File: config.mk
export PLATFORM = sky130hd
export DESIGN_NAME = iec104_apci_frame_receiver_core
export DESIGN_NICKNAME = d
export VERILOG_FILES = /design/src/sv/iec104_pkg.sv /design/src/sv/iec104_apci_frame_receiver_core.sv /design/src/sv/iec104_parser.sv /design/src/sv/iec104_out_reg.sv
export SDC_FILE = /design/constraint.sdc
export NUM_CORES = 1
export LEC_CHECK = 0
export ABC_CLOCK_PERIOD_IN_PS = 5300
export BUFFER_PORTS_ARGS = -buffer_cell sky130_fd_sc_hd__buf_2
export CELL_PAD_IN_SITES_DETAIL_PLACEMENT = 1
export CELL_PAD_IN_SITES_GLOBAL_PLACEMENT = 2
export CORE_MARGIN = 2
export CORE_UTILIZATION = 36
export CTS_CLUSTER_DIAMETER = 30
export DETAILED_ROUTE_END_ITERATION = 6
export PLACE_DENSITY = 0.77
export SYNTH_ARGS = -nofsm -noshare
export SYNTH_HDL_FRONTEND = slang
export SYNTH_HIERARCHICAL = 1
export SYNTH_SLANG_ARGS = --single-unit
File: constraint.sdc
create_clock -name clk -period 5.3 [get_ports clk]
set_clock_uncertainty 0.15 [all_clocks]
set_input_delay 1.06 -clock clk [delete_from_list [all_inputs] [get_ports clk]]
set_output_delay 1.06 -clock clk [all_outputs]
set_load 0.005 [all_outputs]
File: src/sv/iec104_pkg.sv
// Shared types and constants for the IEC 60870-5-104 APCI frame receiver.
// No dependencies; imported by iec104_parser, iec104_out_reg and the top level.
package iec104_pkg;

  localparam logic [7:0] START_OCTET    = 8'h68;
  localparam logic [7:0] SU_LENGTH      = 8'h04;
  localparam logic [7:0] LENGTH_CEILING = 8'd253;
  localparam logic [7:0] HEADER_BYTES   = 8'd6;
  localparam logic [7:0] MAX_LEN_RESET  = 8'd253;

  // U-frame activation control octets and their confirmations
  localparam logic [7:0] CTRL_STARTDT_ACT = 8'h07;
  localparam logic [7:0] CTRL_STOPDT_ACT  = 8'h13;
  localparam logic [7:0] CTRL_TESTFR_ACT  = 8'h43;
  localparam logic [7:0] CTRL_STARTDT_CON = 8'h0B;
  localparam logic [7:0] CTRL_STOPDT_CON  = 8'h23;
  localparam logic [7:0] CTRL_TESTFR_CON  = 8'h83;

  localparam int unsigned OUT_TDATA_W = 40;

  typedef enum logic [1:0] {
    CMD_BYTE     = 2'd0,
    CMD_REL_PRIM = 2'd1,
    CMD_REL_BKUP = 2'd2,
    CMD_NOP      = 2'd3
  } cmd_t;

  typedef enum logic [1:0] {
    FT_NONE = 2'd0,
    FT_S    = 2'd1,
    FT_U    = 2'd2,
    FT_I    = 2'd3
  } frame_type_t;

  typedef enum logic [2:0] {
    PH_HUNT   = 3'b001,
    PH_HEADER = 3'b010,
    PH_BODY   = 3'b100
  } phase_t;

  typedef struct packed {
    logic        write_valid;
    logic        write_channel;
    logic [7:0]  write_index;
    logic [7:0]  write_data;
    logic        frame_done;
    frame_type_t frame_type;
    logic        frame_channel;
    logic [7:0]  frame_bytes;
    logic        reply_valid;
    logic [7:0]  reply_control;
  } result_t;

  function automatic logic [7:0] confirm_code(input logic [7:0] ctrl);
    logic [7:0] r;
    r = 8'h00;
    if (ctrl == CTRL_STARTDT_ACT)     r = CTRL_STARTDT_CON;
    else if (ctrl == CTRL_STOPDT_ACT) r = CTRL_STOPDT_CON;
    else if (ctrl == CTRL_TESTFR_ACT) r = CTRL_TESTFR_CON;
    return r;
  endfunction

endpackage

File: src/sv/iec104_apci_frame_receiver_core.sv
// Top level of the IEC 60870-5-104 APCI frame receiver.
// Depends on iec104_pkg, iec104_parser and iec104_out_reg.
//
//  channel | direction | tdata / tuser                         | handshake
//  --------+-----------+---------------------------------------+-----------
//  in_     | slave     | tdata: rx_byte; tuser: command        | tvalid/tready
//  out_    | master    | tdata: write/frame/reply fields       | tvalid/tready
//  cfg_    | write     | cfg_wr_data: max_length_octet         | cfg_wr_en
//
// Each input transaction produces exactly one output transaction in the
// next cycle; parse state updates in the same edge that accepts the input, so a
// new transaction is taken every cycle while the result stream keeps up.
// in_tready drops only while the result register is full and out_tready is low.
// Reset (rst_n low, synchronous) clears the parse state, frees both buffers,
// sets max_length_octet to 253 and empties the result register.
module iec104_apci_frame_receiver_core (
  input  logic        clk,
  input  logic        rst_n,
  input  logic        in_tvalid,
  output logic        in_tready,
  input  logic [7:0]  in_tdata,   // [7:0] rx_byte
  input  logic [1:0]  in_tuser,   // [1:0] command
  output logic        out_tvalid,
  input  logic        out_tready,
  // [0] write_valid, [1] write_channel, [9:2] write_index, [17:10] write_data,
  // [18] frame_done, [20:19] frame_type, [21] frame_channel,
  // [29:22] frame_bytes, [30] reply_valid, [38:31] reply_control, [39] zero
  output logic [iec104_pkg::OUT_TDATA_W-1:0] out_tdata,
  input  logic        cfg_wr_en,
  input  logic [7:0]  cfg_wr_data
);
  import iec104_pkg::*;

  logic    accept;
  logic    space;
  result_t step_res;
  result_t held_res;

  // accept when the result register has room
  assign in_tready = space;
  assign accept    = in_tvalid && space;

  iec104_parser u_parser (
    .clk         (clk),
    .rst_n       (rst_n),
    .cfg_wr_en   (cfg_wr_en),
    .cfg_wr_data (cfg_wr_data),
    .accept      (accept),
    .command     (in_tuser),
    .rx_byte     (in_tdata),
    .result      (step_res)
  );

  iec104_out_reg u_out_reg (
    .clk        (clk),
    .rst_n      (rst_n),
    .load       (accept),
    .result     (step_res),
    .space      (space),
    .out_tvalid (out_tvalid),
    .out_tready (out_tready),
    .out_result (held_res)
  );

  // pack fields, first field in the low bits
  assign out_tdata = {1'b0,
                      held_res.reply_control,
                      held_res.reply_valid,
                      held_res.frame_bytes,
                      held_res.frame_channel,
                      held_res.frame_type,
                      held_res.frame_done,
                      held_res.write_data,
                      held_res.write_index,
                      held_res.write_channel,
                      held_res.write_valid};

endmodule

File: src/sv/iec104_parser.sv
// Frame parser: parse state, buffer ownership and per-byte result logic.
// Depends on iec104_pkg.
module iec104_parser (
  input  logic                 clk,
  input  logic                 rst_n,
  input  logic                 cfg_wr_en,
  input  logic [7:0]           cfg_wr_data,
  input  logic                 accept,
  input  logic [1:0]           command,
  input  logic [7:0]           rx_byte,
  output iec104_pkg::result_t  result
);
  import iec104_pkg::*;

  logic [7:0] max_len_r;
  phase_t     phase_r, phase_nxt;
  logic       active_r, active_nxt;
  logic [7:0] bytes_left_r, bytes_left_nxt;
  logic [7:0] next_index_r, next_index_nxt;
  logic [7:0] length_r, length_nxt;
  logic [7:0] ctrl1_r, ctrl1_nxt;
  logic       ctrl3_lsb_r, ctrl3_lsb_nxt;
  logic [1:0] busy_r, busy_nxt;

  logic [7:0] lim;
  logic [7:0] bl_dec;
  logic [7:0] idx_inc;
  logic [7:0] reply;

  assign lim     = (max_len_r > LENGTH_CEILING) ? LENGTH_CEILING : max_len_r;
  assign bl_dec  = (bytes_left_r != 8'd0) ? bytes_left_r - 8'd1 : 8'd0;
  assign idx_inc = next_index_r + 8'd1;
  assign reply   = confirm_code(ctrl1_r);

  always_comb begin
    phase_nxt      = phase_r;
    active_nxt     = active_r;
    bytes_left_nxt = bytes_left_r;
    next_index_nxt = next_index_r;
    length_nxt     = length_r;
    ctrl1_nxt      = ctrl1_r;
    ctrl3_lsb_nxt  = ctrl3_lsb_r;
    busy_nxt       = busy_r;
    result         = '0;

    if (accept) begin
      case (cmd_t'(command))
        CMD_REL_PRIM: busy_nxt[0] = 1'b0;
        CMD_REL_BKUP: busy_nxt[1] = 1'b0;
        CMD_BYTE: begin
          case (phase_r)
            PH_HUNT: begin
              if (rx_byte == START_OCTET && !(busy_r[0] && busy_r[1])) begin
                active_nxt           = busy_r[0];
                next_index_nxt       = 8'd1;
                bytes_left_nxt       = HEADER_BYTES - 8'd1;
                phase_nxt            = PH_HEADER;
                result.write_valid   = 1'b1;
                result.write_channel = busy_r[0];
                result.write_index   = 8'd0;
                result.write_data    = rx_byte;
              end
            end
            PH_HEADER, PH_BODY: begin
              result.write_valid   = 1'b1;
              result.write_channel = active_r;
              result.write_index   = next_index_r;
              result.write_data    = rx_byte;
              if (next_index_r == 8'd1)      length_nxt    = rx_byte;
              else if (next_index_r == 8'd2) ctrl1_nxt     = rx_byte;
              else if (next_index_r == 8'd4) ctrl3_lsb_nxt = rx_byte[0];
              next_index_nxt = idx_inc;
              bytes_left_nxt = bl_dec;
              if (bl_dec == 8'd0) begin
                phase_nxt = PH_HUNT;
                if (phase_r == PH_BODY) begin
                  busy_nxt[active_r]   = 1'b1;
                  result.frame_done    = 1'b1;
                  result.frame_type    = FT_I;
                  result.frame_channel = active_r;
                  result.frame_bytes   = idx_inc;
                end else if (length_r == SU_LENGTH) begin
                  // S or U frame: control octet 3 bit 0 must be clear
                  if (!ctrl3_lsb_r && (ctrl1_r[1:0] == 2'b01 || ctrl1_r[1:0] == 2'b11)) begin
                    busy_nxt[active_r]   = 1'b1;
                    result.frame_done    = 1'b1;
                    result.frame_type    = ctrl1_r[1] ? FT_U : FT_S;
                    result.frame_channel = active_r;
                    result.frame_bytes   = idx_inc;
                    if (ctrl1_r[1] && reply != 8'd0) begin
                      result.reply_valid   = 1'b1;
                      result.reply_control = reply;
                    end
                  end
                end else if (length_r > SU_LENGTH && length_r <= lim &&
                             !ctrl1_r[0] && !ctrl3_lsb_r) begin
                  bytes_left_nxt = length_r - SU_LENGTH;
                  phase_nxt      = PH_BODY;
                end
              end
            end
            default: phase_nxt = PH_HUNT;
          endcase
        end
        default: ;
      endcase
    end
  end

  always_ff @(posedge clk) begin
    if (!rst_n) begin
      max_len_r    <= MAX_LEN_RESET;
      phase_r      <= PH_HUNT;
      active_r     <= 1'b0;
      bytes_left_r <= 8'd0;
      next_index_r <= 8'd0;
      length_r     <= 8'd0;
      ctrl1_r      <= 8'd0;
      ctrl3_lsb_r  <= 1'b0;
      busy_r       <= 2'b00;
    end else begin
      if (cfg_wr_en) max_len_r <= cfg_wr_data;
      phase_r      <= phase_nxt;
      active_r     <= active_nxt;
      bytes_left_r <= bytes_left_nxt;
      next_index_r <= next_index_nxt;
      length_r     <= length_nxt;
      ctrl1_r      <= ctrl1_nxt;
      ctrl3_lsb_r  <= ctrl3_lsb_nxt;
      busy_r       <= busy_nxt;
    end
  end

endmodule

File: src/sv/iec104_out_reg.sv
// Result register: one-entry output stage between parser and result stream.
// Depends on iec104_pkg.
module iec104_out_reg (
  input  logic                 clk,
  input  logic                 rst_n,
  input  logic                 load,
  input  iec104_pkg::result_t  result,
  output logic                 space,
  output logic                 out_tvalid,
  input  logic                 out_tready,
  output iec104_pkg::result_t  out_result
);
  import iec104_pkg::*;

  logic    valid_r;
  result_t data_r;

  // free when empty or when the held result leaves this cycle
  assign space      = !valid_r || out_tready;
  assign out_tvalid = valid_r;
  assign out_result = data_r;

  always_ff @(posedge clk) begin
    if (!rst_n) begin
      valid_r <= 1'b0;
    end else if (load) begin
      valid_r <= 1'b1;
    end else if (out_tready) begin
      valid_r <= 1'b0;
    end
  end

  always_ff @(posedge clk) begin
    if (load) data_r <= result;
  end

endmodule
# After elaboration in Yosys (flattened, before gate mapping)
# Cells that the tools add are included.
[totals] regBits=87 in_bits=23 output_inout_bits=42 word_cells=131
[classes] add_sub_neg=3 n_lt_le_gt_ge=5 eq_ne=21 n_mux=37 n_bitwise=9 reduce_logical=35
[ops] cell="two-way mux 8 bit" n=11
[ops] cell="two-way mux 21 bit" n=2
[ops] cell="one-hot mux 18 bit (2 select lines)" n=1
[ops] cell="one-hot mux 8 bit (2 select lines)" n=2
[ops] cell="equality test 8 x 3 -> 1 bit, second input constant" n=3
[ops] cell="two-way mux 18 bit" n=1
[ops] cell="AND reduction 6 bit" n=3
[ops] cell="equality test 8 x 7 -> 1 bit, second input constant" n=2
[ops] cell="AND reduction 4 bit" n=4
[ops] cell="nonzero test 8 bit" n=2
[ops] cell="two-way mux 3 bit" n=5
[ops] cell="two-way mux 12 bit" n=1
[ops] cell="two-way mux 2 bit" n=6
[ops] cell="logical AND 1 bit" n=9
[ops] cell="two-way mux 9 bit" n=1
[ops] cell="adder 8 x 1 -> 8 bit, second input constant" n=1
[ops] cell="equality test 8 x 1 -> 1 bit, second input constant" n=1
[ops] cell="equality test 8 x 2 -> 1 bit, second input constant" n=1
[ops] cell="equality test 8 x 5 -> 1 bit, second input constant" n=1
[ops] cell="> comparator 8 x 3 -> 1 bit, second input constant" n=1
[ops] cell="> comparator 8 bit, second input constant" n=1
[ops] cell="<= comparator 8 bit" n=1
[ops] cell="logical NOT 8 bit" n=1
[ops] cell="inverter 1 bit" n=8
[ops] cell="26 further kinds" n=41

# Longest topological paths before layout
[logic_depth] word_depth=11 ltp_mapped=11 ltp_nobuf=11

# Cells and area by module
# Netlist, hierarchy kept.
[by_module_without_submodules] module="iec104_parser" instances=1 cells_per_inst=379 area_per_inst_um2=3027.9
[by_module_without_submodules] module="iec104_out_reg" instances=1 cells_per_inst=43 area_per_inst_um2=1219.9
[by_module_without_submodules] module="iec104_apci_frame_receiver_core" instances=1 cells_per_inst=3 area_per_inst_um2=17.5

# Worst setup path after synthesis
# Ideal clock, no wire load.
[synth_timing] kind="input to register" startpoint="in out_tready" endpoint="reg u_out_reg.data_r, in the netlist u_out_reg/out_result[7] (data pin)" setup_ps=168 arrival_ps=3887 t_required_ps=4982 setup_slack_ps=1095 path_stages=7 path_buffers=0 cell_sequence="nand2b_4 > and2_1 > or3b_2 > nor3_4 > nand3_2 > or4_4 > nor4b_4"
[synth_rtl] item="from (decl)" line="iec104_apci_frame_receiver_core.sv:24" text="input logic out_tready,"
[synth_rtl] item="to (signal assigned)" line="iec104_out_reg.sv:34" text="if (load) data_r <= result;"
[synth_rtl] item="to (decl)" line="iec104_out_reg.sv:16" text="result_t data_r;"

# Final worst setup path
[layout_timing] startpoint="in out_tready" endpoint="reg u_parser.length_r[2]"
[layout_via] elab_chain_len=3
[layout_rtl] item="logical OR 1 bit" line="iec104_out_reg.sv:19" text="assign space = !valid_r || out_tready;"
[layout_rtl] item="logical AND 1 bit" line="iec104_apci_frame_receiver_core.sv:41" text="assign accept = in_tvalid && space;"
[layout_rtl] item="via accept" line="iec104_apci_frame_receiver_core.sv:34" text="logic accept;"
[layout_rtl] item="AND reduction 4 bit (no source line)"
[layout_rtl] item="to (signal assigned)" line="iec104_parser.sv:127" text="length_r <= length_nxt;"
[layout_rtl] item="to (decl)" line="iec104_parser.sv:20" text="logic [7:0] length_r, length_nxt;"
# The timed path passes the listed nets, and every way through them passes these cells.
# A chain may end at the register's enable or synchronous reset.

==> flow_metrics.py <==
metrics = {
    "detailed_routing": {
        "route.vias.total": 3288,
        "drtPass1Iterations": 4,
        "vias_per_cell": 5.23,
        "drt-total-wl_mm": 10.4,
        "drc": 0,
        "drt_iter0_drc": 101,
        "avgRoutedWirePerCell_um": 16.6,
        "ant_nets": 0,
    },
    "run_status": {
        "status": "complete, no violations",
    },
    "global_route": {
        "grt.total_usage": 0.174,
        "first_global_vias": 3350,
        "grt.met2_usage": 0.296,
        "grt-ovfl-total": 0,
        "use_met1": 0.218,
        "grt_start_max_net_pins": 44,
        "grt_pass1_wl_mm": 17.5,
        "antenna_found_initial": 0,
        "grtUsageMet3": 0.0295,
        "top_usage_layer": "met2",
    },
    "layout": {
        "final_cell_mix": "buf_2 (63), nor2_1 (58), dfxtp_1 (48)",
        "fill_cells": 1315,
        "layout_commonest_cell": "buf_2",
        "fin_nets": 520,
        "drive_gt1_frac": 0.210,
        "fin_area_um2": 4970,
        "diodes": 0,
        "area_growth_pct": 16.5,
    },
    "sta": {
        "max-slew-margin-rel": 0.142,
        "setup_violations": 0,
        "fin_crit_ns": 3.56,
        "worst_pin_slew_ns": 1.28,
        "hold_viol_final": 0,
        "fin_crit_sh": 0.672,
        "setup_ws_ns": 1.74,
        "max_freq_mhz": 281,
        "rsz0062_at_grt": "false",
        "drv_slew": 0,
        "final.setup.tns_ns": 0,
    },
    "placement": {
        "port_buffers": 63,
        "gp_congestion": 0.822,
        "pre_cts_ws_ns": 1.36,
        "post_dp_cell_area_um2": 4680,
        "post-dp-hpwl_mm": 7.61,
    },
    "clock_tree": {
        "cts-buffers-inserted": 9,
        "cts-resized-gates": 0,
        "ctsRootBufferMaster": "clkbuf_16",
        "htree_levels": 3,
        "clk_path_buf_depth": 2,
        "cts_tree": "done",
        "path_clk_slew_ns": 0.06,
        "cts_setup_buffers": 0,
        "insertion_delay_ns": 0.35,
        "cts-hold-fix-buffers": 0,
        "clock-sinks": 87,
    },
    "setup_path": {
        "path_class": "input pin to flip-flop",
        "critPathCaptureType": "flip-flop",
        "cp.arrival_ns": 3.62,
        "max_stage_delay_ns": 0.54,
        "path_max_fanout": 16,
        "cpMaxStageDelayCell": "nor3_4",
        "cpLargestDelayFamily": "simple AND/OR/NAND/NOR gates",
        "r2r_cells": 11,
        "crit_chain": "buf_2 > nand2b_4 > and2_2 > or3b_2 > nor3_4 > buf_4 > nand4b_1 > mux2i_1 > nor2_1",
        "worstSetupStartpointType": "input pin",
        "path_buf_inv": 2,
        "cp.required_ns": 5.36,
        "worst-path-stages": 9,
    },
    "pwr": {
        "power.density_nw_per_um2": 281,
        "leakagePower_nw": 2.02,
        "ir_worst_vdd_mv": 0.196,
    },
    "floorplan": {
        "pin_count": 65,
        "num_rows": 39,
        "core-area_um2": 11500,
        "die_h_um": 113,
        "die_area_um2": 12700,
        "initial_utilization": 0.372,
        "dieWidth_um": 113,
    },
    "job": {
        "maxCapViolCount": 0,
    },
    "synthesis": {
        "avgSynthCellArea_um2": 10.0,
        "synth_cell_types": 61,
        "synth-seq-cells": 87,
        "synth_area_um2": 4270,
        "yosys_warnings": 6,
        "synth-edff-count": 39,
        "synth_flop_cell": "dfxtp_1",
        "yosysSeqAreaShare": 0.500,
        "netlist_instances": 425,
        "async_reset_ff_frac": 0,
    },
    "hold_path": {
        "whs_path_depth": 2,
        "min_path_type": "flip-flop to flip-flop",
    },
}
[sequential cells by signal (all words and copies together), names as in the netlist]
signal                 flops
u_parser/length_r          8
u_parser/next_index_r      8
u_parser/phase_r           3
u_parser/active_r          1
u_parser/busy_r            2
u_parser/max_len_r         8
u_parser/bytes_left_r      8
u_out_reg/out_tvalid       1
u_parser/ctrl1_r           8
u_parser/ctrl3_lsb_r       1
u_out_reg/out_result      39
[layer usage]
metal | vias to the layer above | wire length (um)
li1 | 1620 | -
met1 | 1587 | 4690
met2 | 65 | 5150
met3 | 16 | 341
met4 | 0 | 240
met5 | - | 0
[worst register-to-register path, cell delays in order (launching register included)]
cell,delay [ns]
dfxtp_1,0.30
inv_1,0.06
nor4_1,0.39
nand3_1,0.14
nand2_1,0.09
ha_1,0.22
and3_1,0.15
nor2b_1,0.13
o311a_1,0.29
a211oi_1,0.99
nor3b_1,0.40
o21a_1,0.15
[synthesized netlist by cell type, types with 5 or more instances]
library cell,instances,share of area
nor3_1,8,0.0094
o211ai_1,6,0.011
clkbuf_1,10,0.0088
edfxtp_1,39,0.27
nand4_1,5,0.0073
a21oi_1,23,0.027
mux2i_1,19,0.045
or2_2,5,0.0073
nor2b_1,5,0.0073
nand3b_1,6,0.011
ha_1,16,0.047
and3_1,8,0.012
o21ai_0,18,0.021
xnor2_1,10,0.021
buf_4,5,0.0088
inv_1,19,0.017
nand2_1,23,0.020
dfxtp_1,48,0.23
and2_1,16,0.023
nor2_1,58,0.051
[worst paths after layout]
check	from	to	slack, ns
max	out_tready	u_parser/length_r[2]	1.74
min	u_parser/max_len_r[0]	u_parser/max_len_r[0]	0.34
max reg2reg	u_parser/max_len_r[2]	u_parser/bytes_left_r[3]	1.79
min reg2reg	u_parser/max_len_r[0]	u_parser/max_len_r[0]	0.34
[power breakdown]
| group | total (mW) | internal [mW] | switching (mW) |
|---|---|---|---|
| clock | 0.607 | 0.344 | 0.262 |
| sequential | 0.724 | 0.718 | 0.00560 |
| combinational | 0.0657 | 0.0255 | 0.0402 |
| total | 1.40 | 1.09 | 0.308 |
[stage by stage]
stage	power, mW	util	instances	hold WS [ns]
global placement	0.804	0.408	613	0.316
detailed placement	0.807	0.408	613	0.325
global route	1.46	0.433	629	0.379
finish	1.40	0.433	629	0.337
CTS	1.42	0.433	629	0.344
floorplan	0.772	-	427	0.294
[logic make-up (layout without fill, tap and decap cells)]
| logic type | count (synthesis) | after routing | share of synthesized area |
|---|---|---|---|
| DFF | 87 | 87 | 0.500 |
| other | 2 | 4 | 0.00176 |
| AOI/OAI and AO/OA | 75 | 75 | 0.114 |
| buffers and inverters | 45 | 104 | 0.0469 |
| muxes | 19 | 19 | 0.0446 |
| and+or+nand+nor | 168 | 168 | 0.219 |
| xor gates and xnor gates | 13 | 13 | 0.0267 |
| adders and majority gates | 16 | 16 | 0.0469 |
[area by class of cell]
| class | count | area (um2) | area share |
|---|---|---|---|
| repair buffers | 67 | 345 | 0.0695 |
| clock inverters | 5 | 31.3 | 0.00630 |
| inverters | 21 | 78.8 | 0.0159 |
| flip-flops and latches | 87 | 2130 | 0.429 |
| clock buffers | 11 | 254 | 0.0511 |
| well taps | 143 | 179 | 0.0360 |
| multi-input cells | 295 | 1950 | 0.392 |
Note: power is estimated with default switching activity, not from simulation.
